<file path="config.mk">
export PLATFORM = sky130hd
export DESIGN_NAME = ifre_read_seq
export DESIGN_NICKNAME = d
export VERILOG_FILES = /design/src/rtl/ifre_pkg.sv /design/src/rtl/ifre_read_seq.sv
export SDC_FILE = /design/constraint.sdc
export NUM_CORES = 1
export LEC_CHECK = 0
export BUFFER_PORTS_ARGS = -buffer_cell sky130_fd_sc_hd__buf_4
export CAP_MARGIN = 15
export CORE_UTILIZATION = 51
export CTS_BUF_LIST = sky130_fd_sc_hd__clkbuf_8
export DETAILED_ROUTE_END_ITERATION = 7
export GPL_ROUTABILITY_DRIVEN = 0
export HOLD_SLACK_MARGIN = 0.05
export PLACE_DENSITY = 0.89
export REMOVE_ABC_BUFFERS = 1
export SLEW_MARGIN = 0
export SYNTH_ARGS = -nofsm -noshare
export SYNTH_HDL_FRONTEND = slang
export SYNTH_SLANG_ARGS = --single-unit
export TNS_END_PERCENT = 20
</file>
<file path="constraint.sdc">
create_clock -name clock -period 3.6 [get_ports clock]
set_clock_uncertainty 0.1 [all_clocks]
set_input_delay 0.18 -clock clock [delete_from_list [all_inputs] [get_ports clock]]
set_output_delay 0.18 -clock clock [all_outputs]
set_load 0.01 [all_outputs]
</file>
<file path="src/rtl/ifre_pkg.sv">
// Shared types and constants of the image flip/rotate engine.
// Holds the item structs, opcodes, mode codes and register indexes.
// No dependencies.
package ifre_pkg;

   // Parameter defaults
   localparam int MAX_ROWS_DEF   = 256;
   localparam int MAX_COLS_DEF   = 256;
   localparam int PIXEL_BITS_DEF = 32;

   // Fixed widths of the item and register fields
   localparam int PIXEL_W     = 32;
   localparam int CFG_DATA_W  = 9;
   localparam int CSR_INDEX_W = 2;

   typedef logic [CSR_INDEX_W-1:0] csr_index_type;
   localparam csr_index_type CSR_MODE = 2'd0;
   localparam csr_index_type CSR_ROWS = 2'd1;
   localparam csr_index_type CSR_COLS = 2'd2;

   localparam logic OP_LOAD = 1'b0;
   localparam logic OP_READ = 1'b1;

   typedef logic [2:0] mode_type;
   localparam mode_type MODE_FLIP_V  = 3'd0;
   localparam mode_type MODE_FLIP_H  = 3'd1;
   localparam mode_type MODE_ROT_CCW = 3'd2;
   localparam mode_type MODE_ROT_CW  = 3'd3;
   localparam mode_type MODE_ROT_180 = 3'd4;

   localparam mode_type              MODE_RESET = MODE_FLIP_V;
   localparam logic [CFG_DATA_W-1:0] SIZE_RESET = 9'd256;

   typedef struct packed {
      logic               opcode;
      logic [PIXEL_W-1:0] pixel_in;
   } req_type;

   typedef struct packed {
      logic [PIXEL_W-1:0] pixel_out;
      logic               last_pixel;
      logic               not_ready;
   } rsp_type;

   // Frame events raised by the load side on an accepted load beat
   typedef struct packed {
      logic first;   // load of source pixel (0,0)
      logic done;    // load of the final source pixel
   } load_evt_type;

endpackage

</file>
<file path="src/rtl/ifre_read_seq.sv">
// Read side: frame-loaded flag, output read pointer, store read and response.
// Forwards a write still in flight to the same entry. Depends on ifre_pkg.
module ifre_read_seq #(
   parameter int MAX_ROWS   = 256,
   parameter int MAX_COLS   = 256,
   parameter int PIXEL_BITS = 32
) (
   input  logic                                 clock,
   input  logic                                 reset,
   input  logic                                 restart,
   input  logic                                 read,
   input  ifre_pkg::load_evt_type               evt,
   input  logic [$clog2(MAX_ROWS)-1:0]          rows_m1,
   input  logic [$clog2(MAX_COLS)-1:0]          cols_m1,
   input  logic                                 wr_en,
   input  logic [$clog2(MAX_ROWS*MAX_COLS)-1:0] wr_addr,
   input  logic [PIXEL_BITS-1:0]                wr_data,
   output logic                                 rd_en,
   output logic [$clog2(MAX_ROWS*MAX_COLS)-1:0] rd_addr,
   input  logic [PIXEL_BITS-1:0]                rd_data,
   output logic                                 rsp_valid,
   output ifre_pkg::rsp_type                    rsp_item
);
   import ifre_pkg::*;

   localparam int IW = $clog2(MAX_ROWS);
   localparam int JW = $clog2(MAX_COLS);
   localparam int AW = $clog2(MAX_ROWS*MAX_COLS);

   logic                  loaded_ff, loaded_in;
   logic [AW-1:0]         ptr_ff, ptr_in;
   logic [IW-1:0]         ri_ff, ri_in;
   logic [JW-1:0]         rj_ff, rj_in;
   logic                  rsp_valid_ff, rsp_valid_in;
   logic                  not_ready_ff, not_ready_in;
   logic                  last_ff, last_in;
   logic                  fwd_ff, fwd_in;
   logic [PIXEL_BITS-1:0] fwd_data_ff;
   logic                  at_end;
   logic [PIXEL_BITS-1:0] pixel;

   // the output frame holds rows*cols pixels whatever its shape
   assign at_end  = (ri_ff == rows_m1) && (rj_ff == cols_m1);
   assign rd_en   = read && loaded_ff;
   assign rd_addr = ptr_ff;

   always_comb begin
      loaded_in    = loaded_ff;
      ptr_in       = ptr_ff;
      ri_in        = ri_ff;
      rj_in        = rj_ff;
      rsp_valid_in = read;
      not_ready_in = !loaded_ff;
      last_in      = loaded_ff && at_end;
      fwd_in       = wr_en && (wr_addr == ptr_ff);
      if (restart) begin
         loaded_in = 1'b0;
         ptr_in    = '0;
         ri_in     = '0;
         rj_in     = '0;
      end else if (evt.first || evt.done) begin
         if (evt.first) begin
            loaded_in = 1'b0;
            ptr_in    = '0;
            ri_in     = '0;
            rj_in     = '0;
         end
         if (evt.done) begin
            loaded_in = 1'b1;
         end
      end else if (rd_en) begin
         // advance, wrap to the first pixel after the last
         if (at_end) begin
            ptr_in = '0;
            ri_in  = '0;
            rj_in  = '0;
         end else begin
            ptr_in = ptr_ff + AW'(1);
            if (rj_ff == cols_m1) begin
               rj_in = '0;
               ri_in = ri_ff + IW'(1);
            end else begin
               rj_in = rj_ff + JW'(1);
            end
         end
      end
   end

   always_ff @(posedge clock) begin
      if (reset) begin
         loaded_ff    <= 1'b0;
         ptr_ff       <= '0;
         ri_ff        <= '0;
         rj_ff        <= '0;
         rsp_valid_ff <= 1'b0;
      end else begin
         loaded_ff    <= loaded_in;
         ptr_ff       <= ptr_in;
         ri_ff        <= ri_in;
         rj_ff        <= rj_in;
         rsp_valid_ff <= rsp_valid_in;
      end
   end

   always_ff @(posedge clock) begin
      not_ready_ff <= not_ready_in;
      last_ff      <= last_in;
      fwd_ff       <= fwd_in;
      fwd_data_ff  <= wr_data;
   end

   always_comb begin
      if (not_ready_ff) begin
         pixel = '0;
      end else if (fwd_ff) begin
         pixel = fwd_data_ff;
      end else begin
         pixel = rd_data;
      end
   end

   assign rsp_valid           = rsp_valid_ff;
   assign rsp_item.pixel_out  = PIXEL_W'(pixel);
   assign rsp_item.last_pixel = last_ff;
   assign rsp_item.not_ready  = not_ready_ff;

endmodule
</file>
# Word level (Yosys, flattened, before mapping)
# Index checks and enable logic that the tools add are counted.
# Widths: inputs -> output; s select.
dict set report word_totals {
  register_bits 69
  word_cells 46
}
dict set report op_classes {
  n_reduce_logical 13
  n_eq_ne 4
  n_addsub 3
  muxes 17
}
# operator count
set ops {}
lappend ops {{$mux 8} 9}
lappend ops {{$mux 16} 4}
lappend ops {{$mux 32} 2}
lappend ops {{$add 16x1->16 const B} 1}
lappend ops {{$add 8x1->8 const B} 2}
lappend ops {{$eq 16x16->1} 1}
lappend ops {{$eq 8x8->1} 2}
lappend ops {{$logic_and 1x1->1} 4}
lappend ops {{$reduce_and 2->1} 2}
lappend ops {{$reduce_bool 2->1} 2}
lappend ops {{$reduce_and 3->1} 1}
lappend ops {{$reduce_bool 3->1} 1}
lappend ops {{$mux 1} 2}
lappend ops {{$ne 2x2->1 const B} 1}
lappend ops {{$reduce_or 2->1} 1}
lappend ops {{$logic_not 1->1} 1}
lappend ops {{$logic_or 1x1->1} 1}

# Depth between registers and ports, before layout
# Gate-level depths: netlist of run 1.
dict set report logic_depth {
  word_depth 5
  depth_mapped 6
  depth_no_buf 5
}

# Least setup slack after synthesis of run 1
# Ideal clock, no wire load.
dict set report synth_path {
  kind {reg-to-reg}
  start {register rj_ff[6]}
  end {register ri_ff[7]}
  setup_ns 0.125
  arrival_ns 1.561
  path_slack_ns 1.814
  path_buffers 1
  period_less_slack_ns 1.786
  stages_incl_launch_ff 7
  t_required_ns 3.375
  path_cell_list {dfxtp_1 -> xor2_1 -> nor4_2 -> nand2_1 -> o31ai_4 -> buf_4 -> a21oi_1}
}
dict set report synth_via {
  elab_chain_cells 5
  elab_cells_between_ends 7
}
# item line
set synth_lines {}
lappend synth_lines {{from (decl)} ifre_read_seq.sv:33} ;# logic [JW-1:0] rj_ff, rj_in;
lappend synth_lines {{from (signal assigned)} ifre_read_seq.sv:100} ;# rj_ff <= rj_in;
lappend synth_lines {{$eq 8x8->1 (*)} {ifre_read_seq.sv:43, ifre_read_seq.sv:79}}
lappend synth_lines {{$logic_and 1x1->1} ifre_read_seq.sv:43} ;# assign at_end = (ri_ff == rows_m1) && (rj_ff == cols_m1);
lappend synth_lines {{$mux 8} ifre_read_seq.sv:73} ;# if (at_end) begin
lappend synth_lines {{$mux 8} ifre_read_seq.sv:71} ;# end else if (rd_en) begin
lappend synth_lines {{$mux 8} ifre_read_seq.sv:61} ;# end else if (evt.first || evt.done) begin
lappend synth_lines {{to (signal assigned)} ifre_read_seq.sv:99} ;# ri_ff <= ri_in;
lappend synth_lines {{to (decl)} ifre_read_seq.sv:32} ;# logic [IW-1:0] ri_ff, ri_in;
# Every way passes the cells marked *; elsewhere a longest branch is shown, timed or not. The select of a mux whose other input is x is not followed.
# A chain may end at the register's enable or synchronous reset.

# Worst setup path in the final report of run 1
dict set report layout_path {
  start {register rj_ff[4]}
  end {register ptr_ff[5], in the netlist rd_addr[5]}
}
dict set report layout_via {
  elab_chain_cells 5
}
# item line
set layout_lines {}
lappend layout_lines {{$eq 8x8->1} ifre_read_seq.sv:43}
lappend layout_lines {{$logic_and 1x1->1} ifre_read_seq.sv:43}
lappend layout_lines {{$mux 16} ifre_read_seq.sv:73}
lappend layout_lines {{$mux 16} ifre_read_seq.sv:71}
lappend layout_lines {{$mux 16} ifre_read_seq.sv:61}
lappend layout_lines {{to (signal assigned)} ifre_read_seq.sv:98} ;# ptr_ff <= ptr_in;
lappend layout_lines {{to (decl)} ifre_read_seq.sv:31} ;# logic [AW-1:0] ptr_ff, ptr_in;
# No other way between the ends. The select of a mux whose other input is x is not followed.

==> results.md, run 1 <==
- Synth warnings: 0
- # DRC: 0
- Post-synth top cells: dfxtp_1 (69), nor2_1 (59), mux2i_1 (33)
- Initial drt markers: 119
- HPWL after DPL: 6040 µm
- Area growth, synth to finish: 59.0%
- Mapped Area: 3050 µm²
- Most common cell in the netlist: dfxtp_1
- Pwr dens: 357 nW/µm²
- # setup viols final: 0
- Worst r2r src: rj_ff[4]
- Slew @ Worst Pin: 1170 ps
- Register area share after synthesis: 45.2%
- Worst setup path startpoint: rj_ff[4]
- DP Area: 4240 µm²
- FFs w/ async S/R, synth: 0%
- CTS max path bufs: 2
- Leak Pwr: 2.06 nW
- Synth Area per Inst: 9.36 µm²
- Max_cap viols: 0
- Clk slew on worst S/H paths: 80 ps
- Final Cell Area: 4850 µm²
- Total congestion overflow: 0
- IR drop worst, VDD: 0.000290 V
- TritonCTS clock tree: yes
- CP Max Fanout: 23
- Top FF cell, synth: dfxtp_1
- Layout cells sized above 1: 33.3%
- Top Ports: 155
- N_diodes: 0
- Vias: 3,108
- Reg-to-Reg End: rd_addr[5]
- Final wirelength: 9590 µm
- TritonRoute pass-1 iters: 4
- Clk Latency, worst-skew pair: 340 ps
- Initial Util: 54.1%
- Post-synth EDFFs: 0
- Path depth of the worst reg2reg path: 5
- Nets: 623
- H-tree depth: 3
- CP required: 3670 ps
- Fin crit period: 2460 ps
- Worst Setup End Kind: flip-flop
- GRT Total Usage: 30.6%
- Clk sink count: 69
- Root buf cell: clkbuf_8
- Die H: 79.4 µm
- Worst Hold Endpoint: loaded_ff
- Critical Setup Path Class: reg -> reg
- Area contributors post-synth: dfxtp_1 (45%), mux2i_1 (11%), xor2_1 (8.0%), xnor2_1 (7.5%), nor2_1 (7.3%)
- Max_slew headroom: 21.6%
- Setup Buffers After CTS: 0
- IO buf count: 154
- Fillers: 280
- Yosys top cell area share: 45.2%
- # rows: 27
- First-pass GRT wire length: 14,400 µm
- Type of the worst min-delay path: in -> reg
- Final Hold Vio Count: 0
- Core area: 5640 µm²
- WL per Instance: 16.1 µm
- Cells after Synth: 326
- Status: finished clean
- Critical Path AT: 2530 ps
- Startpoint types: flip-flop
- Leading area contributor after synthesis: dfxtp_1
- Hold path cells: 3
- Antenna violations before repair: 0
- Worst R2R Setup Slack: 1140 ps
- Total CTS buffers: 9
- DIE WIDTH: 79.4 µm
- Post-route antenna net violation count: 0
- Distinct cell type count after synthesis: 35
- Full die area: 6300 µm²
- RSZ-0062 raised after global routing: false
- Via density: 5.23
- Setup tns final: 0 ps
- Max Fclk: 0.407 GHz
- Vias in the first global route: 3,128
- Largest net degree at the start of global routing: 34
- Fin. max-slew vios: 0
- Yosys reg bits: 69
- HP Start: evt[0]
- Period utilization: 68.2%
==> metal layers <==
layer  global-route usage (%)  vias up  part of all wire (%)
met5                        0        -                     0
met4                     18.7        0                   4.5
met3                     6.51       34                   7.2
met2                     56.1      146                    53
met1                     31.5     1448                    36
li1                         -     1480                     -
==> report_power, final <==
group	total, W	switching, W	leakage [nW]	internal (W)
clock network	0.000724	0.000294	0.120	0.000430
logic	0.000208	0.0000734	1.37	0.000135
registers	0.000799	0.0000143	0.569	0.000785
total	0.00173	0.000382	2.06	0.00135
==> worst max-delay path, stage by stage (launching register included) <==
cell,delay (ps)
dfxtp_1,350
xor2_1,190
nor4_2,380
nand2_1,280
o31ai_4,870
nor2_1,130
==> state kept, by name (all words and copies together) (netlist names) <==
| signal | count |
|---|---|
| fwd_data_ff | 32 |
| rd_addr | 16 |
| ri_ff | 8 |
| rj_ff | 8 |
| fwd_ff | 1 |
| last_ff | 1 |
| loaded_ff | 1 |
| not_ready_ff | 1 |
| rsp_valid | 1 |
==> per-stage QoR <==
stage	hold WS, ps	setup WS, ps	total power (W)	cells	utilization, %
floorplan	108	1630	0.000863	314	-
global placement	184	1340	0.000976	540	75.1
detailed placement	186	1200	0.000982	540	75.1
CTS	52.1	1200	0.00173	594	86.0
global route	77.1	1030	0.00179	594	86.0
finish	54.8	1140	0.00173	594	86.0
==> cells by family (layout without fill, tap and decap cells) <==
kind of cell / count (synthesis) / in the layout / share of synthesized area (%)
adder cells (fa/ha/maj): 3 / 3 / 1.23
AND/OR/NAND/NOR: 124 / 124 / 19.2
AO/OA/AOI/OAI: 26 / 26 / 5.41
buffers and inverters: 17 / 213 / 2.62
multiplexers: 33 / 33 / 10.8
flip-flops: 69 / 69 / 45.2
XOR/XNOR: 54 / 54 / 15.5
==> worst max path at each step <==
stage                  endpoint  slack, ps  cells after the start
floorplan            rd_addr[0]       1630                      5
global placement    rd_addr[13]       1340                      5
detailed placement  rd_addr[13]       1200                      5
CTS                  rd_addr[5]       1200                      5
global route         rd_addr[0]       1030                      5
finish               rd_addr[5]       1140                      5
==> what timing repair did <==
| action | CTS | global route |
|---|---|---|
| hold buffers | 38 | 0 |
| resized for setup | 0 | 0 |
| endpoints found under the hold margin | 35 | 0 |
==> cell type report <==
cell class / instances / area, µm² / share of cell area, %
flip-flops and latches: 69 / 1380 / 28.5
inverters: 5 / 18.8 / 0.387
clock inverters: 5 / 82.6 / 1.70
well taps: 72 / 90.1 / 1.86
clock buffers: 11 / 151 / 3.12
repair buffers: 192 / 1540 / 31.7
multi-input cells: 240 / 1590 / 32.8
==> placed cells by master (no fill, tap or decap) <==
cell,n
a21boi_0,1
a21oi_1,12
a31oi_1,1
and2_1,3
and3_1,2
and3b_1,1
and4_1,1
buf_4,154
bufinv_16,2
clkbuf_8,11
clkinv_2,1
clkinv_4,2
dfxtp_1,68
dfxtp_2,1
dlygate4sd3_1,38
ha_1,3
inv_1,5
mux2i_1,33
nand2_1,18
nand3_1,7
nand3b_1,1
nand4_1,7
nor2_1,59
nor2b_1,2
nor3_1,9
nor3b_1,1
nor4_1,4
nor4_2,2
o2111ai_1,2
o211ai_1,1
o21ai_0,5
o21ai_1,1
o31ai_1,2
o31ai_4,1
or3_1,5
or4_1,2
xnor2_1,26
xor2_1,28
Power figures use the tool's default switching activity.
==> run 2: changes to the inputs <==
- CORE_UTILIZATION: 51 -> 42
- PLACE_DENSITY: 0.89 -> 0.79
- clock period: 3.6 -> 2.2 ns (I/O delays scaled with it)
==> results.md, run 2 (synthesized netlist as in run 1, its figures left out) <==
- Core area: 6910 µm² (+22%)
- Fillers: 518 (+85%)
- Worst Setup End Kind: flip-flop
- Leak Pwr: 2.06 nW (+0.28%)
- # DRC: 0 (unchanged)
- Root buf cell: clkbuf_8
- Die H: 87.3 µm (+9.9%)
- Post-route antenna net violation count: 0 (unchanged)
- # setup viols final: 0 (unchanged)
- Setup tns final: 0 ps (unchanged)
- Initial Util: 44.2% (-9.9 points)
- Largest Register: fwd_data_ff
- Internal Power: 0.00198 W (+47%)
- Fin crit period: 2020 ps (-439 ps)
- Most frequent cells in the layout: buf_4 (157), dfxtp_1 (68), nor2_1 (59), dlygate4sd3_1 (44), mux2i_1 (33)
- Period utilization: 91.7% (+23 points)
- Status: finished clean
- CP max stage delay: 380 ps (-490 ps)
- Max_cap viols: 0 (unchanged)
- Commonest non-fill, non-tap cell in the layout: buf_4
- Sequential power share: 49.9% (+3.7 points)
- Clk sink count: 69 (unchanged)
- DIE WIDTH: 87.3 µm (+9.9%)
- H-tree depth: 3 (unchanged)
- Final Hold Vio Count: 0 (unchanged)
- Final wirelength: 9400 µm (-2.0%)
- Largest net degree at the start of global routing: 33 (-2.9%)
- GRT Total Usage: 24.9% (-5.7 points)
- Clk Latency, worst-skew pair: 340 ps (about the same)
- Critical Path AT: 2180 ps (-350 ps)
- Critical Setup Path Class: reg -> reg
- RSZ-0062 raised after global routing: false
- IR drop worst, VDD: 0.000284 V (-1.8%)
- # rows: 30 (+11%)
- CP Buf/Inv Count: 1 (+1)
- Part of the power in the clock network: 36.4% (-5.4 points)
- Via density: 4.95 (-5.5%)
- Total congestion overflow: 0 (unchanged)
- Vias: 3,111 (+0.097%)
- TritonCTS clock tree: yes
- Max FFs per register: 32 (unchanged)
- Crit-path cells: xor2_1 > nor4_2 > a31oi_1 > buf_4 > or3_1 > a21oi_1
- Full die area: 7610 µm² (+21%)
- IO buf count: 154 (unchanged)
- Area growth, synth to finish: 62.0%
- CP Max Fanout: 10 (-57%)
- NetSw: 0.000618 W (+62%)
- Max Fclk: 0.496 GHz (+22%)
- CP delay by family, top: simple AND/OR/NAND/NOR gates
- CTS max path bufs: 2 (unchanged)
- Max_slew headroom: 58.4% (+37 points)
- Slew @ Worst Pin: 623 ps (-552 ps)
- Pwr dens: 526 nW/µm² (+47%)
- TritonRoute pass-1 iters: 4 (unchanged)
- Layout cells sized above 1: 33.6% (+0.31 points)
- HPWL after DPL: 6450 µm (+6.7%)
- Antenna violations before repair: 1 (+1)
- WL per Instance: 14.9 µm (-7.5%)
- Clk slew on worst S/H paths: 70 ps (about the same)
- Type of the worst min-delay path: in -> reg
- Max stage delay cell, worst path: nor4_2
- Setup Buffers After CTS: 0 (unchanged)
- Overall power: 0.00260 W (+50%)
- Total CTS buffers: 9 (unchanged)
- Top Ports: 155 (unchanged)
- Vias in the first global route: 3,178 (+1.6%)
- First-pass GRT wire length: 14,500 µm (+0.72%)
- Final core occ: 71.6% (-14 points)
- Switching share of power: 23.8% (+1.7 points)
- Nets: 633 (+1.6%)
- CP required: 2360 ps (-1310 ps)
- Logic pwr share: 13.7% (+1.7 points)
- Startpoint types: flip-flop
- Initial drt markers: 77 (-35%)
- Fin. max-slew vios: 0 (unchanged)
==> run 2: changes by cell type in the layout (fill, tap and decap cells not counted) <==
| cell | previous run | this run |
|---|---|---|
| nor4_2 | 2 | 3 |
| bufinv_16 | 2 | 0 |
| clkinv_4 | 2 | 0 |
| buf_4 | 154 | 157 |
| buf_12 | 0 | 1 |
| diode_2 | 0 | 1 |
| nor4_1 | 4 | 3 |
| dlygate4sd3_1 | 38 | 44 |
| clkinvlp_4 | 0 | 4 |
==> run 2: what timing repair did <==
item,4_1_cts,5_1_grt
endpoints found under the setup margin,0,1
hold buffers,44,0
hold endpoints to repair,38,0
resized for setup,0,1
==> run 2: final cells by class <==
class	count	area, µm²	area share (%)
timing repair buffer	202	1640	33.1
multi-input combinational	240	1600	32.3
sequential	69	1380	27.9
clock buffer	11	151	3.06
tap	96	120	2.43
clock inverter	5	35.0	0.708
inverter	5	18.8	0.379
antenna	1	2.50	0.0506
==> run 2: through the flow <==
stage          cells  hold WS, ps  cell area (µm²)  setup slack, ps
2_1_floorplan    314         37.7             2990              230
3_3_place_gp     568          115             4310              269
3_5_place_dp     568          116             4310              206
4_1_cts          628         52.2             4940              175
5_1_grt          629         72.9             4950             33.0
6_report         629         69.0             4950              183
==> run 2: path summary, 6_finish.rpt <==
| path | cells past startpoint | slack (ps) | endpoint | from |
|---|---|---|---|---|
| worst min-delay path | 3 | 70 | rj_ff[1] | evt[1] |
| worst min register to register | 1 | 360 | not_ready_ff | loaded_ff |
| worst max-delay path | 6 | 180 | ri_ff[6] | rj_ff[7] |
| worst max register to register | 6 | 180 | ri_ff[6] | rj_ff[7] |
==> run 2: routing by layer <==
metal / vias to the layer above / track usage [%] / share of wire (%)
li1: 1506 / - / -
met3: 23 / 5.78 / 7.9
met5: - / 0 / 0
met2: 135 / 46.0 / 51
met4: 0 / 12.2 / 2.8
met1: 1447 / 26.3 / 38
==> run 2: power by group through the flow <==
stage | logic [W] | registers, W | clock network (W)
after global placement | 0.000280 | 0.00132 | 0
after global routing | 0.000380 | 0.00130 | 0.00103
after CTS | 0.000350 | 0.00130 | 0.000970
after floorplan | 0.0000841 | 0.00133 | 0
final | 0.000356 | 0.00130 | 0.000947
after detailed placement | 0.000287 | 0.00133 | 0
==> run 2: worst min-delay path, delay by kind of cell <==
| family | cells | cell delay [ps] |
|---|---|---|
| AO/OA/AOI/OAI | 1 | 50 |
| AND/OR/NAND/NOR | 1 | 170 |
| buffers and inverters | 1 | 120 |
==> run 3: changes to the inputs <==
- CORE_UTILIZATION: 42 -> 41
- CTS_BUF_LIST: sky130_fd_sc_hd__clkbuf_8 -> default
- PLACE_DENSITY: 0.79 -> 0.77
==> results.md, run 3 (synthesized netlist as in run 1, its figures left out) <==
- Fin crit period: 2090 ps (+71.8 ps)
- # rows: 31 (+3.3%)
- Hold-fix buffers, CTS: 40 (-9.1%)
- GRT Total Usage: 21.0% (-3.9 points)
- IO buf count: 154 (unchanged)
- Antenna violations before repair: 0 (-1)
- Worst path depth: 5 (-1)
- Met3 routed WL: 532 µm (-28%)
- Max stage delay cell, worst path: dlygate4sd3_1
- Initial Util: 42.3% (-1.9 points)
- Hold path cells: 5 (+2)
- Max_cap viols: 0 (unchanged)
- Status: finished clean
- Top Ports: 155 (unchanged)
- Largest net degree at the start of global routing: 33 (unchanged)
- DRT met1 WL: 3510 µm (-1.6%)
- CP delay by family, top: buffers and inverters
- Root buf cell: clkbuf_8
- Type of the worst min-delay path: in -> reg
- Setup Buffers After CTS: 0 (unchanged)
- DIE WIDTH: 88.3 µm (+1.2%)
- Max Fclk: 0.479 GHz (-3.4%)
- Initial drt markers: 61 (-21%)
- Vias in the first global route: 2,815 (-11%)
- Critical Path AT: 2260 ps (+80 ps)
- Die H: 88.3 µm (+1.2%)
- Total congestion overflow: 0 (unchanged)
- Layout cells sized above 1: 33.7% (+0.066 points)
- Vias: 3,009 (-3.3%)
- Path depth of the worst reg2reg path: 5 (-1)
- Core area: 7210 µm² (+4.5%)
- H-tree depth: 3 (unchanged)
- Post-route antenna net violation count: 0 (unchanged)
- Switching share of power: 21.1% (-2.7 points)
- Slew @ Worst Pin: 602 ps (-20.5 ps)
- Worst R2R Setup Slack: 110 ps (-70 ps)
- Fin Hold WS: 165 ps (+95.6 ps)
- Largest Register: fwd_data_ff
- Leak Pwr: 2.09 nW (+1.5%)
- CTS max path bufs: 2 (unchanged)
- CP Max Fanout: 4 (-6)
- Via density: 4.80 (-3.0%)
- RSZ-0062 raised after global routing: false
- Total CTS buffers: 9 (unchanged)
- Clk slew on worst S/H paths: 70 ps (about the same)
- First-pass GRT wire length: 12,500 µm (-14%)
- PostCTS Resize Cnt: 0 (unchanged)
- Fin. max-slew vios: 0 (unchanged)
- # DRC: 0 (unchanged)
- Area growth, synth to finish: 63.0%
- Detail Route met2 WL: 4420 µm (-8.2%)
- Clk Latency, worst-skew pair: 330 ps (about the same)
- Most frequent cells in the layout: buf_4 (156), dfxtp_1 (68), nor2_1 (59), dlygate4sd3_1 (40), mux2i_1 (33)
- # setup viols final: 0 (unchanged)
- Startpoint types: flip-flop
- Internal Power: 0.00229 W (+16%)
- Critical Setup Path Class: reg -> reg
- Full die area: 7800 µm² (+2.4%)
- Final wirelength: 8540 µm (-9.1%)
- IR drop worst, VDD: 0.000295 V (+3.8%)
- Clk sink count: 69 (unchanged)
- NetSw: 0.000613 W (-0.81%)
- TritonRoute pass-1 iters: 4 (unchanged)
- HPWL after DPL: 5820 µm (-9.8%)
- Nets: 629 (-0.63%)
- Part of the power in the clock network: 43.5% (+7.1 points)
- Logic pwr share: 11.9% (-1.8 points)
- Max_slew headroom: 59.8% (+1.4 points)
- CP required: 2370 ps (about the same)
- Max FFs per register: 32 (unchanged)
- CP max stage delay: 570 ps (+190 ps)
- Worst Setup End Kind: flip-flop
- CP most frequent cell: dlygate4sd3_1
- Crit-path cells: xnor2_1 > nand2_1 > dlygate4sd3_1 > nor4_1 > dlygate4sd3_1
- Final Hold Vio Count: 0 (unchanged)
- Sequential power share: 44.7% (-5.2 points)
- Period utilization: 94.9% (+3.3 points)
- Commonest non-fill, non-tap cell in the layout: buf_4
- CP Buf/Inv Count: 2 (+1)
- TritonCTS clock tree: yes
- Setup tns final: 0 ps (unchanged)
- Top layer in use: met4
- WL per Instance: 13.6 µm (-8.8%)
- N_diodes: 0 (-1)
- Pwr dens: 584 nW/µm² (+11%)
## run 3: final timing paths
check / from / to
worst max-delay path: rd_addr[12] / fwd_ff
worst min register to register: loaded_ff / not_ready_ff
worst min-delay path: rows_m1[6] / last_ff
worst max register to register: rd_addr[12] / fwd_ff
## run 3: worst min-delay path, cell delays in order
cell and delay [ps]:
buf_4 80, xor2_1 130, nor4_1 80, nand2_1 90, nor3_1 50
## run 3: through the flow
step	power [W]	std cells	setup slack, ps	util [%]	area, µm²
6_report	0.00291	627	111	69.0	4980
5_1_grt	0.00303	627	8.39	69.0	4980
4_1_cts	0.00293	627	107	69.0	4980
3_5_place_dp	0.00161	571	191	60.0	4330
3_3_place_gp	0.00160	571	254	60.0	4330
2_1_floorplan	0.00141	314	230	-	2990
## run 3: layout make-up
class / instances / area [µm²]
timing repair buffer: 198 / 1610
clock buffer: 10 / 138
clock inverter: 6 / 110
fill: 582 / 2240
tap: 99 / 124
multi-input combinational: 240 / 1590
sequential: 69 / 1380
inverter: 5 / 18.8
## run 3: routing by layer
layer	up-vias	global-route usage, %
met3	6	4.94
li1	1501	-
met1	1402	22.5
met4	0	7.92
met2	100	39.6
met5	-	0
## run 3: power by group through the flow
stage | clock network (W) | registers, W | logic [W]
4_1_cts | 0.00129 | 0.00130 | 0.000342
5_1_grt | 0.00136 | 0.00130 | 0.000371
2_1_floorplan | 0 | 0.00133 | 0.0000841
6_report | 0.00126 | 0.00130 | 0.000345
3_5_place_dp | 0 | 0.00133 | 0.000284
3_3_place_gp | 0 | 0.00133 | 0.000277
