`src/rtl/ifre_pkg.sv`:
```
// Shared types and constants of the image flip/rotate engine.
// Holds the item structs, opcodes, mode codes and register indexes.
// No dependencies.
package ifre_pkg;

   // Parameter defaults
   localparam int MAX_ROWS_DEF   = 256;
   localparam int MAX_COLS_DEF   = 256;
   localparam int PIXEL_BITS_DEF = 32;

   // Fixed widths of the item and register fields
   localparam int PIXEL_W     = 32;
   localparam int CFG_DATA_W  = 9;
   localparam int CSR_INDEX_W = 2;

   typedef logic [CSR_INDEX_W-1:0] csr_index_type;
   localparam csr_index_type CSR_MODE = 2'd0;
   localparam csr_index_type CSR_ROWS = 2'd1;
   localparam csr_index_type CSR_COLS = 2'd2;

   localparam logic OP_LOAD = 1'b0;
   localparam logic OP_READ = 1'b1;

   typedef logic [2:0] mode_type;
   localparam mode_type MODE_FLIP_V  = 3'd0;
   localparam mode_type MODE_FLIP_H  = 3'd1;
   localparam mode_type MODE_ROT_CCW = 3'd2;
   localparam mode_type MODE_ROT_CW  = 3'd3;
   localparam mode_type MODE_ROT_180 = 3'd4;

   localparam mode_type              MODE_RESET = MODE_FLIP_V;
   localparam logic [CFG_DATA_W-1:0] SIZE_RESET = 9'd256;

   typedef struct packed {
      logic               opcode;
      logic [PIXEL_W-1:0] pixel_in;
   } req_type;

   typedef struct packed {
      logic [PIXEL_W-1:0] pixel_out;
      logic               last_pixel;
      logic               not_ready;
   } rsp_type;

   // Frame events raised by the load side on an accepted load beat
   typedef struct packed {
      logic first;   // load of source pixel (0,0)
      logic done;    // load of the final source pixel
   } load_evt_type;

endpackage

```
`src/rtl/ifre_load_agen.sv`:
```
// Load side: source row/column counters and the transformed store address.
// Registers one write request per load beat. Depends on ifre_pkg.
module ifre_load_agen #(
   parameter int MAX_ROWS   = 256,
   parameter int MAX_COLS   = 256,
   parameter int PIXEL_BITS = 32
) (
   input  logic                                       clock,
   input  logic                                       reset,
   input  logic                                       restart,
   input  logic                                       load,
   input  logic [PIXEL_BITS-1:0]                      pixel,
   input  ifre_pkg::mode_type                         mode,
   input  logic [$clog2(MAX_ROWS)-1:0]                rows_m1,
   input  logic [$clog2(MAX_COLS)-1:0]                cols_m1,
   output ifre_pkg::load_evt_type                     evt,
   output logic                                       wr_en,
   output logic [$clog2(MAX_ROWS*MAX_COLS)-1:0]       wr_addr,
   output logic [PIXEL_BITS-1:0]                      wr_data
);
   import ifre_pkg::*;

   localparam int IW = $clog2(MAX_ROWS);
   localparam int JW = $clog2(MAX_COLS);
   localparam int AW = $clog2(MAX_ROWS*MAX_COLS);

   logic [IW-1:0]         row_ff, row_in;
   logic [JW-1:0]         col_ff, col_in;
   logic                  wr_en_ff, wr_en_in;
   logic [AW-1:0]         wr_addr_ff;
   logic [PIXEL_BITS-1:0] wr_data_ff;

   logic [AW-1:0] row_stride, col_stride;
   logic [AW-1:0] major, stride, minor, addr;
   logic          col_wrap, row_wrap;

   assign row_stride = AW'(rows_m1) + AW'(1);
   assign col_stride = AW'(cols_m1) + AW'(1);

   // address = major * stride + minor
   always_comb begin
      case (mode)
         MODE_FLIP_V: begin
            major  = AW'(rows_m1 - row_ff);
            stride = col_stride;
            minor  = AW'(col_ff);
         end
         MODE_FLIP_H: begin
            major  = AW'(row_ff);
            stride = col_stride;
            minor  = AW'(cols_m1 - col_ff);
         end
         MODE_ROT_CCW: begin
            major  = AW'(cols_m1 - col_ff);
            stride = row_stride;
            minor  = AW'(row_ff);
         end
         MODE_ROT_CW: begin
            major  = AW'(col_ff);
            stride = row_stride;
            minor  = AW'(rows_m1 - row_ff);
         end
         MODE_ROT_180: begin
            major  = AW'(rows_m1 - row_ff);
            stride = col_stride;
            minor  = AW'(cols_m1 - col_ff);
         end
         default: begin
            // unknown modes store the frame unchanged
            major  = AW'(row_ff);
            stride = col_stride;
            minor  = AW'(col_ff);
         end
      endcase
      addr = major * stride + minor;
   end

   assign col_wrap = (col_ff == cols_m1);
   assign row_wrap = (row_ff == rows_m1);

   always_comb begin
      row_in    = row_ff;
      col_in    = col_ff;
      wr_en_in  = load;
      evt.first = load && (row_ff == '0) && (col_ff == '0);
      evt.done  = load && col_wrap && row_wrap;
      if (restart) begin
         row_in = '0;
         col_in = '0;
      end else if (load) begin
         if (col_wrap) begin
            col_in = '0;
            row_in = row_wrap ? '0 : row_ff + IW'(1);
         end else begin
            col_in = col_ff + JW'(1);
         end
      end
   end

   always_ff @(posedge clock) begin
      if (reset) begin
         row_ff   <= '0;
         col_ff   <= '0;
         wr_en_ff <= 1'b0;
      end else begin
         row_ff   <= row_in;
         col_ff   <= col_in;
         wr_en_ff <= wr_en_in;
      end
   end

   always_ff @(posedge clock) begin
      if (load) begin
         wr_addr_ff <= addr;
         wr_data_ff <= pixel;
      end
   end

   assign wr_en   = wr_en_ff;
   assign wr_addr = wr_addr_ff;
   assign wr_data = wr_data_ff;

endmodule

```
`config.mk`:
```
export PLATFORM = sky130hd
export DESIGN_NAME = ifre_load_agen
export DESIGN_NICKNAME = d
export VERILOG_FILES = /design/src/rtl/ifre_pkg.sv /design/src/rtl/ifre_load_agen.sv
export SDC_FILE = /design/constraint.sdc
export NUM_CORES = 1
export LEC_CHECK = 0
export ABC_AREA = 1
export BUFFER_PORTS_ARGS = -buffer_cell sky130_fd_sc_hd__buf_2
export CORE_UTILIZATION = 25
export DETAILED_ROUTE_END_ITERATION = 16
export MAX_ROUTING_LAYER = met4
export SLEW_MARGIN = 20
export SYNTH_ARGS = -nofsm -noshare
export SYNTH_HDL_FRONTEND = slang
export SYNTH_SLANG_ARGS = --single-unit
```
`constraint.sdc`:
```
create_clock -name clock -period 5.8 [get_ports clock]
set_input_delay 0.58 -clock clock [delete_from_list [all_inputs] [get_ports clock]]
set_output_delay 0.58 -clock clock [all_outputs]
set_load 0.01 [all_outputs]
```
-- Word level (Yosys, flattened, before mapping)
Index checks and enable logic that the tools add are counted.
- reduce and logical (&&, ||, !) cells: 12
- eq/ne operators: 6
- multiply operators: 1
- multiplexer cells: 5
- add/sub/neg operators: 7
- operators by type and width (cell ; number):
    case mux 16 bit (3 select lines) ; 2
    adder 8 x 1 -> 9 bit (second input constant) ; 2
    subtractor 8 x 8 -> 9 bit ; 2
    adder 16 bit ; 1
    adder 8 x 1 -> 8 bit (second input constant) ; 2
    equality test 8 bit ; 2
    zero test 8 bit ; 2
    multiplier 16 x 16 -> 16 bit ; 1
    2-to-1 mux 8 bit ; 2
    2-to-1 mux 9 bit ; 1
    OR reduction 2 bit ; 4
    equality test 3 x 2 -> 1 bit (second input constant) ; 2
    logical AND 1 bit ; 4
    equality test 3 x 1 -> 1 bit (second input constant) ; 1
    equality test 3 bit (second input constant) ; 1
    zero test 3 bit ; 1
    AND reduction 2 bit ; 1
- bits in registers: 65
- bits of input ports: 55
- output and inout bits: 51
- logic and storage cells: 36

-- Logic depth before layout (Yosys ltp)
Gate-level depths: netlist of run 1.
- word-level depth: 5
- mapped depth: 35
- depth with buffers taken out: 35

-- Least setup slack after synthesis of run 1
Ideal clock, no wire load.
- path kind: input-to-reg
- from: input cols_m1[0]
- to: register wr_addr_ff[14] (netlist: wr_addr[14]), data pin
- setup slack: -0.622 ns
- data arrival time: 6.157 ns
- data required time: 5.535 ns
- cell stages on the path: 29
- path through: inv_1 -> ha_1 -> fa_1 -> o21ai_0 -> a31oi_1 -> xor2_1 -> nand2_1 -> nand3_1 -> o21ai_0 -> inv_1 -> nand2_1 -> fa_1 -> inv_1 -> fa_1 -> inv_1 -> fa_1 -> inv_1 -> fa_1 -> inv_1 -> fa_1 -> inv_1 -> ha_1 -> a21oi_1 -> o21ai_0 -> nand2_1 -> o2111ai_1 -> a21oi_1 -> o21ai_0 -> xor2_1
- cells in the longest elaborated chain, start to end: 4
- elaborated cells between the ends (all ways): 7
- classes of those cells: add/sub: 3; mul: 1; mux: 3
- ends and longest elaborated chain (item ; line ; RTL):
    start, declared ; ifre_load_agen.sv:15 ; input logic [$clog2(MAX_COLS)-1:0] cols_m1,
    subtractor 8 x 8 -> 9 bit / adder 8 x 1 -> 9 bit (equally long branches) ; - ;
    case mux 16 bit (3 select lines) / 2-to-1 mux 9 bit (equally long branches) ; ifre_load_agen.sv:42 ; case (mode)
    multiplier 16 x 16 -> 16 bit ; ifre_load_agen.sv:75 ; addr = major * stride + minor;
    adder 16 bit (*) ; ifre_load_agen.sv:75 ;
    via addr[14] ; ifre_load_agen.sv:34 ; logic [AW-1:0] major, stride, minor, addr;
    end signal, assigned ; ifre_load_agen.sv:114 ; wr_addr_ff <= addr;
    end, declared ; ifre_load_agen.sv:30 ; logic [AW-1:0] wr_addr_ff;
Mark *: on every way through the listed nets, which the timed path passes. The rest lies on a longest branch.
A chain may end at the register's enable or synchronous reset.

-- Worst setup path after layout of run 1
- from: input rows_m1[0]
- to: register wr_addr_ff[14] (netlist: wr_addr[14]), data pin
- cells in the longest elaborated chain, start to end: 4
- elaborated cells between the ends (all ways): 7
- classes of those cells: add/sub: 3; mul: 1; mux: 3
- ends and longest elaborated chain (item ; line ; RTL):
    start, declared ; ifre_load_agen.sv:14 ; input logic [$clog2(MAX_ROWS)-1:0] rows_m1,
    subtractor 8 x 8 -> 9 bit / adder 8 x 1 -> 9 bit (equally long branches) ; - ;
    case mux 16 bit (3 select lines) / 2-to-1 mux 9 bit (equally long branches) ; ifre_load_agen.sv:42 ;
    multiplier 16 x 16 -> 16 bit ; ifre_load_agen.sv:75 ;
    adder 16 bit (*) ; ifre_load_agen.sv:75 ;
    via addr[14] ; ifre_load_agen.sv:34 ;
Marks and branches as above.

==> flow_summary.yaml, run 1 <==
run_status:
  outcome: "complete, but fails checks"
  violations: "negative setup slack"
setup_path:
  r2r_setup_slack_ns: -0.23
  cp_top_family: "adder cells"
  path_depth: 32
  worst-endpoint-required_ns: 5.89
  worst-path-buf-inv: 10
  worst_path_max_delay_cell: "fa_1"
  cp-end-kind: "register"
  critPathMaxStageDelay_ns: 0.51
  startpoint_type: "input pin"
  r2r-start: "row_ff[0]$_SDFFE_PP0P_"
  cpMostUsedCell: "fa_1"
  crit_arrival_ns: 6.13
  crit_fanout: 5
  critical_path_class: "in -> reg"
  reg2reg_to: "wr_addr[14]$_DFFE_PP_"
  r2r_cells: 30
pwr:
  p_leak_nw: 4.841
  total_power_mw: 3.238
  pwr-share-seq_pct: 19.8
  ir_drop_uv: 157.0
  swShare_pct: 39.73
  clkPwrFrac_pct: 15.4
  comb_power_share_pct: 64.9
  power.switching_mw: 1.286
  powerDensity_nw_per_um2: 321.6
  p_int_mw: 1.951
sta:
  setup_violations: 7
  fmax_mhz: 165.6
  finalMaxSlewViolations: 0
  rsz0062_at_grt: "yes"
  relSlewSlack_pct: 53.98
  skew_ns: 0.01102
  tightestPinTransition_ns: 0.6858
  hold_viol: 0
  fin_ws_ns: -0.2373
  min_period_ns: 6.037
  finalCritPeriodShare_pct: 104.1
floorplan:
  fp.dieArea_sq_um: 28280
  dieWidth_um: 168.2
  io-pin-count: 106
  initial_core_util_pct: 25.55
  die_h_um: 168.2
  rows: 60
  core_sq_um: 27030
hold_path:
  hold_path.class: "in -> reg"
  min-delay-start: "pixel[18]"
  whs_endpoint: "wr_data[18]$_DFFE_PP_"
  whs_path_depth: 1
clock_network:
  root_buffer: "clkbuf_16"
  clock_path_buffers: 2
  cts_sinks: 65
  cts_inserted_buffers: 9
  cts_hold_buf: 0
  cts_max_level: 3
  clk_latency_ns: 0.34
  clkTransAtPathRegs_ns: 0.06
  cts_tree: "yes"
synth:
  synth-seq-cells: 65
  synth_edf_count: 48
  postSynthAreaPerCell_sq_um: 8.369
  syn-cell-area_sq_um: 6904
  ys_warn_count: 0
  yosysSeqAreaShare_pct: 25.81
  synth_cell_types: 40
  async_reset_ff_share_pct: 0
  syn_inst: 825
  synth.net_count: 1008
  ys.flop_type: "edfxtp_1"
routing:
  drt_first_pass_iters: 5
  wl_per_cell_um: 13.76
  ant_nets: 0
  vias_per_cell: 4.442
  initialDrtViolationCount: 402
  drt-total-wl_um: 20220
  drc_errors: 0
  num_vias: 6526
global_route:
  overflow: 0
  antenna_found_initial: 0
  grt_max_degree: 50
  grt_pass1_vias: 6597
  grt_first_pass_wirelength_um: 32750
  grt_util_all_layers_pct: 15.24
layout:
  final_cells: 1469
  n_antenna_cell: 0
  drive_above_1_share_pct: 38.39
  fin_nets: 1307
  fillCellCount: 2793
  synthToLayoutAreaGrowth_pct: 45.83
run:
  max_cap_violations: 0
place:
  dp_hpwl_um: 17100
  placed_cells: 1437
  numPortBuffers: 105
  gp_congestion: 0.9069
-- sequential cells by signal, summed over array words and instances (netlist names) --
signal / count
col_ff: 8
wr_en: 1
wr_addr: 16
row_ff: 8
wr_data: 32
-- final cells by class --
type                    instances  area [sq um]  share of cell area (%)
clock buffers                   9         225.2                   2.237
clock inverters                 6         36.28                  0.3604
inverters                     184         713.2                   7.083
multi-input cells             572          4916                   48.83
flip-flops and latches         65          1784                   17.72
well taps                     341         426.7                   4.238
repair buffers                292          1967                   19.54
-- cell usage in the layout (no fill, tap or decap), types with 6 or more instances in the layout --
cell	n
a21oi_1	28
a21oi_2	7
buf_2	102
dfxtp_1	15
xor2_1	13
nand3_1	36
ha_1	37
nand2_4	7
xnor2_1	14
nand2_1	140
buf_4	183
nand4_1	8
nor3_1	10
nand2_2	17
fa_1	70
ha_4	16
o21ai_1	9
o21ai_0	15
nor2_2	13
clkbuf_16	9
buf_6	6
nor2_4	6
inv_2	20
nor2_1	65
edfxtp_1	48
inv_1	159
-- kinds of logic (layout without fill, tap and decap cells) --
group	Yosys count	in the layout	synth area share, %
AO/OA/AOI/OAI	98	98	8.173
XOR/XNOR	31	31	3.933
adder cells (fa/ha/maj)	128	128	31.35
buffers and inverters	188	491	10.58
flip-flops	65	65	25.81
AND/OR/NAND/NOR	315	315	20.15
-- stage by stage --
stage	setup slack, ns	utilization, %	TNS [ns]	hold WS (ns)	instance area [sq um]
final	-0.2373	37.25	-1.090	0.4140	10070
after global routing	-0.4907	37.25	-2.741	0.3922	10070
after CTS	-0.1360	36.25	-0.2291	0.3882	9798
after detailed placement	-0.6680	34.33	-4.483	0.4637	9279
after global placement	-0.6023	34.33	-3.847	0.4488	9279
after floorplan	-0.05209	-	-0.09741	0.4390	7092
-- worst register-to-register path, delay by kind of cell (launching register included) --
family / cells / cell delay [ns]
buffers and inverters: 8 / 0.50
adders and majority gates: 8 / 3.22
DFF: 1 / 0.33
xor gates and xnor gates: 2 / 0.36
AOI/OAI and AO/OA: 8 / 1.05
and+or+nand+nor: 4 / 0.32
-- routing by layer --
layer / global-route usage [%] / routed length, um
met1: 19.96 / 9451
met2: 23.91 / 9174
met3: 3.032 / 1171
met4: 4.150 / 419
met5: - / 0
-- how the worst max path moves through the flow --
stage | start | end | slack, ns
global placement | cols_m1[0] | wr_addr[15]$_DFFE_PP_ | -0.60
detailed placement | cols_m1[0] | wr_addr[15]$_DFFE_PP_ | -0.67
CTS | row_ff[5]$_SDFFE_PP0P_ | wr_addr[15]$_DFFE_PP_ | -0.14
finish | rows_m1[0] | wr_addr[14]$_DFFE_PP_ | -0.24
floorplan | cols_m1[0] | wr_addr[14]$_DFFE_PP_ | -0.05
global route | row_ff[0]$_SDFFE_PP0P_ | wr_addr[15]$_DFFE_PP_ | -0.49
-- cells in the mapped netlist, types with 14 or more instances --
cell      count  area share, %
a21oi_1      36            2.6
nand2_1     153            8.3
xnor2_1      14            1.8
nand3_1      39            2.8
inv_1       176            9.6
dfxtp_1      17            4.9
fa_1         75             22
ha_1         53            9.6
nor2_1       78            4.2
edfxtp_1     48             21
xor2_1       17            2.2
o21ai_0      26            1.9
-- repair_timing --
item                                    4_1_cts  5_1_grt
pin swaps                                    18       53
resized for setup                            49       41
endpoints found under the setup margin        7       10
setup buffers                                 7       10
-- power by group through the flow --
stage / logic [mW] / clock network (mW) / registers (mW)
after detailed placement: 1.84 / 0 / 0.650
after global placement: 1.81 / 0 / 0.650
after global routing: 2.35 / 0.531 / 0.646
after CTS: 1.93 / 0.517 / 0.641
after floorplan: 1.09 / 0 / 0.690
final: 2.10 / 0.497 / 0.640
(Power assumes the default switching activity.)
==> run 2: changes to the inputs <==
--- a/config.mk
+++ b/config.mk
@@ -5,8 +5,8 @@
 export SDC_FILE = /design/constraint.sdc
 export NUM_CORES = 1
 export LEC_CHECK = 0
-export ABC_AREA = 1
 export BUFFER_PORTS_ARGS = -buffer_cell sky130_fd_sc_hd__buf_2
+export CORE_MARGIN = 5
 export CORE_UTILIZATION = 25
 export DETAILED_ROUTE_END_ITERATION = 16
 export MAX_ROUTING_LAYER = met4
@@ -14,3 +14,4 @@
 export SYNTH_ARGS = -nofsm -noshare
 export SYNTH_HDL_FRONTEND = slang
 export SYNTH_SLANG_ARGS = --single-unit
+export TNS_END_PERCENT = 5
==> flow_summary.yaml, run 2 <==
floorplan:
  core_sq_um: 27710
  dieWidth_um: 177.0
  rows: 61
  io-pin-count: 106
  fp.dieArea_sq_um: 31340
  die_h_um: 177.0
  initial_core_util_pct: 25.18
routing:
  ant_nets: 0
  num_vias: 6278
  vias_per_cell: 4.378
  initialDrtViolationCount: 387
  drt_first_pass_iters: 5
  drt-total-wl_um: 20770
  wl_per_cell_um: 14.49
  drc_errors: 0
sta:
  finalMaxSlewViolations: 0
  fmax_mhz: 155.0
  final.setup.tns_ns: -2.590
  fin_ws_ns: -0.6522
  skew_ns: 0.01784
  min_period_ns: 6.452
  hold_viol: 0
  rsz0062_at_grt: "yes"
  relSlewSlack_pct: 45.42
  tightestPinTransition_ns: 0.8124
  finalCritPeriodShare_pct: 111.2
  setup_violations: 7
layout:
  fin_nets: 1234
  synthToLayoutAreaGrowth_pct: 44.52
  n_antenna_cell: 0
  drive_above_1_share_pct: 38.16
  post-route-cell-area_sq_um: 10080
  fillCellCount: 2842
  final_common_cell: "buf_4"
  final_cell_mix: "203 x buf_4, 118 x inv_1, 104 x buf_2"
  fin_util_pct: 36.39
  largest_reg_flops: 32
synth:
  async_reset_ff_share_pct: 0
  synth_cell_types: 64
  yosysMostFrequentCell: "inv_1"
  synth.area.top_cells: "fa_1 22%, edfxtp_1 21%, ha_1 9.5%, inv_1 6.8%, xnor2_1 5.0%"
  netlist.area_leader.share_pct: 21.52
  ys_warn_count: 0
  synth_edf_count: 48
  syn-cell-area_sq_um: 6975
  yosysSeqAreaShare_pct: 25.54
  synth_common_cells: "126 x inv_1, 84 x nor2_1, 75 x fa_1"
  synth_top_area_cell: "fa_1"
  syn_inst: 745
  postSynthAreaPerCell_sq_um: 9.363
  synth.net_count: 928
  synth-seq-cells: 65
  ys.flop_type: "edfxtp_1"
global_route:
  grt_first_pass_wirelength_um: 33620
  grt_max_degree: 38
  antenna_found_initial: 0
  grt_util_all_layers_pct: 13.94
  overflow: 0
  grt_pass1_vias: 6601
clock_network:
  cts_tree: "yes"
  cts_max_level: 3
  cts_inserted_buffers: 9
  cts_sinks: 65
  cts_hold_buf: 0
  clkTransAtPathRegs_ns: 0.06
  clock_path_buffers: 2
  root_buffer: "clkbuf_16"
  clk_latency_ns: 0.35
pwr:
  p_leak_nw: 4.722
  powerDensity_nw_per_um2: 349.9
  total_power_mw: 3.527
  ir_drop_uv: 240.8
place:
  gp_congestion: 0.9312
  dpl_cell_area_sq_um: 9507
  pre_cts_ws_ns: -1.254
  numPortBuffers: 105
  dp_hpwl_um: 17590
hold_path:
  whs_endpoint: "wr_en$_SDFF_PP0_"
  whs_path_depth: 2
  min-delay-start: "reset"
  hold_path.class: "in -> reg"
setup_path:
  worst_path_max_delay_cell: "fa_1"
  reg2reg_to: "wr_addr[15]$_DFFE_PP_"
  r2r-start: "row_ff[0]$_SDFFE_PP0P_"
  crit_fanout: 3
  critPathMaxStageDelay_ns: 0.56
  worst-endpoint-required_ns: 5.87
  cp_top_family: "adder cells"
  startpoint_type: "input pin"
  r2r_cells: 25
  cp-end-kind: "register"
  critical_path_class: "in -> reg"
  crit_start: "cols_m1[1]"
  r2r_setup_slack_ns: -0.60
  worst-path-buf-inv: 6
  crit_arrival_ns: 6.52
  cpMostUsedCell: "fa_1"
run:
  max_cap_violations: 0
run_status:
  violations: "negative setup slack"
  outcome: "complete, but fails checks"
## run 2: cell types whose count changed after synthesis, moves of 8 or more
| cell | delta |
|---|---|
| inv_2 | -8 |
| and2_1 | +8 |
| mux2i_1 | +11 |
| xnor2_1 | +26 |
| nand2_1 | -89 |
| nand3_1 | -24 |
| o21a_1 | +8 |
| a31oi_1 | -9 |
| clkbuf_1 | +9 |
| inv_1 | -50 |
## run 2: report_power, final
| group | internal [mW] | total [mW] | leakage [nW] | switching, mW |
|---|---|---|---|---|
| Sequential | 0.647 | 0.661 | 0.608 | 0.0141 |
| Clock | 0.355 | 0.567 | 0.150 | 0.211 |
| Combinational | 1.18 | 2.30 | 3.96 | 1.12 |
## run 2: metal layers
metal  up-vias  global-route usage (%)  part of all wire [%]
met5         -                       -                     0
met2       194                   23.02                    47
li1       3079                       -                     -
met3        21                   1.517                   5.0
met1      2984                   18.26                    46
met4         0                   3.868                   1.8
## run 2: kinds of logic after synthesis
group / count (synthesis) / share of synthesized area (%)
adders and majority gates: 128 / 31.03
and+or+nand+nor: 224 / 14.55
buffers and inverters: 141 / 7.892
DFF: 65 / 25.54
xor gates and xnor gates: 54 / 7.193
muxes: 14 / 2.386
AOI/OAI and AO/OA: 119 / 11.41
## run 2: worst max-delay path by stage
stage | slack [ns] | cells past startpoint | to
after floorplan | -0.60 | 27 | wr_addr[15]$_DFFE_PP_
after global placement | -1.13 | 27 | wr_addr[15]$_DFFE_PP_
after detailed placement | -1.25 | 28 | wr_addr[15]$_DFFE_PP_
after CTS | -0.72 | 27 | wr_addr[15]$_DFFE_PP_
after global routing | -0.94 | 28 | wr_addr[15]$_DFFE_PP_
final | -0.65 | 27 | wr_addr[15]$_DFFE_PP_
## run 2: metrics by stage
| stage | hold WS (ns) | cells |
|---|---|---|
| after floorplan | 0.5358 | 745 |
| after global placement | 0.6350 | 1406 |
| after detailed placement | 0.6406 | 1406 |
| after CTS | 0.3927 | 1432 |
| after global routing | 0.3963 | 1434 |
| final | 0.4080 | 1434 |
## run 2: what timing repair did
item,in CTS,in global routing
cloned,0,0
setup buffers,10,2
pin swaps,32,13
endpoints found under the setup margin,9,10
hold endpoints to repair,0,0
gates resized for setup,28,23
## run 2: layout make-up
type	count	area (sq um)	area share [%]
timing repair buffer	309	2067	20.50
tap	378	473.0	4.692
clock inverter	3	40.04	0.3972
multi-input combinational	539	4976	49.36
clock buffer	13	260.3	2.582
sequential	65	1783	17.69
inverter	127	481.7	4.778
==> run 3: changes to the inputs <==
--- a/config.mk
+++ b/config.mk
@@ -6,6 +6,7 @@
 export NUM_CORES = 1
 export LEC_CHECK = 0
 export BUFFER_PORTS_ARGS = -buffer_cell sky130_fd_sc_hd__buf_2
+export CAP_MARGIN = 10
 export CORE_MARGIN = 5
 export CORE_UTILIZATION = 25
 export DETAILED_ROUTE_END_ITERATION = 16
==> constraint.sdc (replaced) <==
create_clock -name clock -period 8.1 [get_ports clock]
set_input_delay 0.81 -clock clock [delete_from_list [all_inputs] [get_ports clock]]
set_output_delay 0.81 -clock clock [all_outputs]
set_load 0.01 [all_outputs]
==> flow_summary.yaml, run 3 (synthesis results as in run 2) <==
routing:
  ant_nets: 0
  drt_first_pass_iters: 5
  wl_per_cell_um: 15.67
  vias_per_cell: 4.502
  drt-total-wl_um: 19620
  num_vias: 5637
  initialDrtViolationCount: 384
  drc_errors: 0
pwr:
  p_leak_nw: 3.793
  total_power_mw: 2.066
  ir_drop_uv: 127.9
  powerDensity_nw_per_um2: 247.6
layout:
  n_antenna_cell: 0
  drive_above_1_share_pct: 18.19
  final_common_cell: "inv_1"
  largest_reg_flops: 32
  fin_nets: 1052
  fin_util_pct: 30.11
  final_cell_mix: "126 x inv_1, 105 x buf_2, 84 x nor2_1"
  synthToLayoutAreaGrowth_pct: 19.61
floorplan:
  core_sq_um: 27710
  initial_core_util_pct: 25.18
  rows: 61
  die_h_um: 177.0
  fp.dieArea_sq_um: 31340
  io-pin-count: 106
  dieWidth_um: 177.0
global_route:
  antenna_found_initial: 0
  grt_max_degree: 40
  overflow: 0
  grt_util_all_layers_pct: 13.06
  grt_first_pass_wirelength_um: 30900
  grt_pass1_vias: 5726
setup_path:
  r2r_setup_slack_ns: 0.55
  critical_path_class: "reg -> reg"
  reg2reg_to: "wr_addr[15]$_DFFE_PP_"
  r2r-start: "row_ff[1]$_SDFFE_PP0P_"
  crit_fanout: 5
  cp-end-kind: "register"
  critPathMaxStageDelay_ns: 0.54
  startpoint_type: "register"
  worst-endpoint-required_ns: 8.18
  cp-endpoint: "wr_addr[15]$_DFFE_PP_"
  crit_arrival_ns: 7.64
  crit_start: "row_ff[1]$_SDFFE_PP0P_"
  worst_path_max_delay_cell: "fa_1"
  r2r_cells: 28
sta:
  finalCritPeriodShare_pct: 93.24
  min_period_ns: 7.553
  relSlewSlack_pct: 46.00
  hold_slack_ns: 0.5986
  rsz0062_at_grt: "no"
  skew_ns: 0.009327
  setup_violations: 0
  tightestPinTransition_ns: 0.8046
  final.setup.tns_ns: 0
  fmax_mhz: 132.4
  hold_viol: 0
  finalMaxSlewViolations: 0
hold_path:
  hold_path.class: "reg -> reg"
clock_network:
  cts_inserted_buffers: 9
  cts_tree: "yes"
  cts_max_level: 3
  clock_path_buffers: 2
  clk_latency_ns: 0.34
  cts_hold_buf: 0
  root_buffer: "clkbuf_16"
  cts_sinks: 65
  clkTransAtPathRegs_ns: 0.06
  cts-resized-gates: 0
  cts_setup_buffers: 0
place:
  dp_hpwl_um: 16290
  numPortBuffers: 105
  gp_congestion: 0.9251
run:
  max_cap_violations: 0
run_status:
  outcome: "finished clean"
run 3: changes by cell type in the layout (fill, tap and decap cells not counted), sizes merged:
cell | before | now
inv | 125 | 127
buf | 309 | 127
clkinvlp | 1 | 0
bufinv | 1 | 0
run 3: critical path: cells and delay by family, from the launching register on:
family	cells	cell delay [ns]
xor+xnor	2	0.50
compound gates	9	2.02
flops	1	0.50
fa+ha+maj	7	2.89
buf+inv	5	0.52
simple gates	5	0.87
run 3: power by group:
part	leakage (nW)	internal [mW]	total, mW	switching, mW
sequential	0.608	0.463	0.474	0.0105
combinational	3.05	0.534	1.21	0.680
clock	0.140	0.224	0.378	0.154
run 3: stage by stage:
stage	instance area [sq um]	std cells	worst slack, ns
2_1_floorplan	6975	745	0.8935
3_3_place_gp	8066	1236	0.3127
3_5_place_dp	8066	1236	0.2640
4_1_cts	8343	1252	0.5590
5_1_grt	8343	1252	0.05022
6_report	8343	1252	0.5473
run 3: layout make-up:
cell class                      count  area, sq um
Sequential cell                    65         1782
Inverter                          127        478.0
Tap cell                          378        473.0
Multi-Input combinational cell    539         4643
Timing Repair Buffer              127        690.7
Clock inverter                      3        16.27
Fill cell                        2940        19360
Clock buffer                       13        260.3
run 3: routing by layer:
layer	wire, um	vias up	GRT usage [%]
met1	8995	2684	17.23
met2	8927	199	20.72
met4	361	0	3.578
met5	0	-	-
li1	-	2723	-
met3	1339	31	2.414
run 3: worst min-delay path by stage:
stage	start	to	slack (ns)	depth (start not counted)
after floorplan	row_ff[6]$_SDFFE_PP0P_	row_ff[7]$_SDFFE_PP0P_	0.54	3
after global placement	row_ff[6]$_SDFFE_PP0P_	row_ff[7]$_SDFFE_PP0P_	0.58	3
after CTS	row_ff[2]$_SDFFE_PP0P_	row_ff[4]$_SDFFE_PP0P_	0.61	3
after detailed placement	row_ff[2]$_SDFFE_PP0P_	row_ff[4]$_SDFFE_PP0P_	0.59	3
final	row_ff[6]$_SDFFE_PP0P_	row_ff[7]$_SDFFE_PP0P_	0.60	3
after global routing	pixel[26]	wr_data[26]$_DFFE_PP_	0.63	1
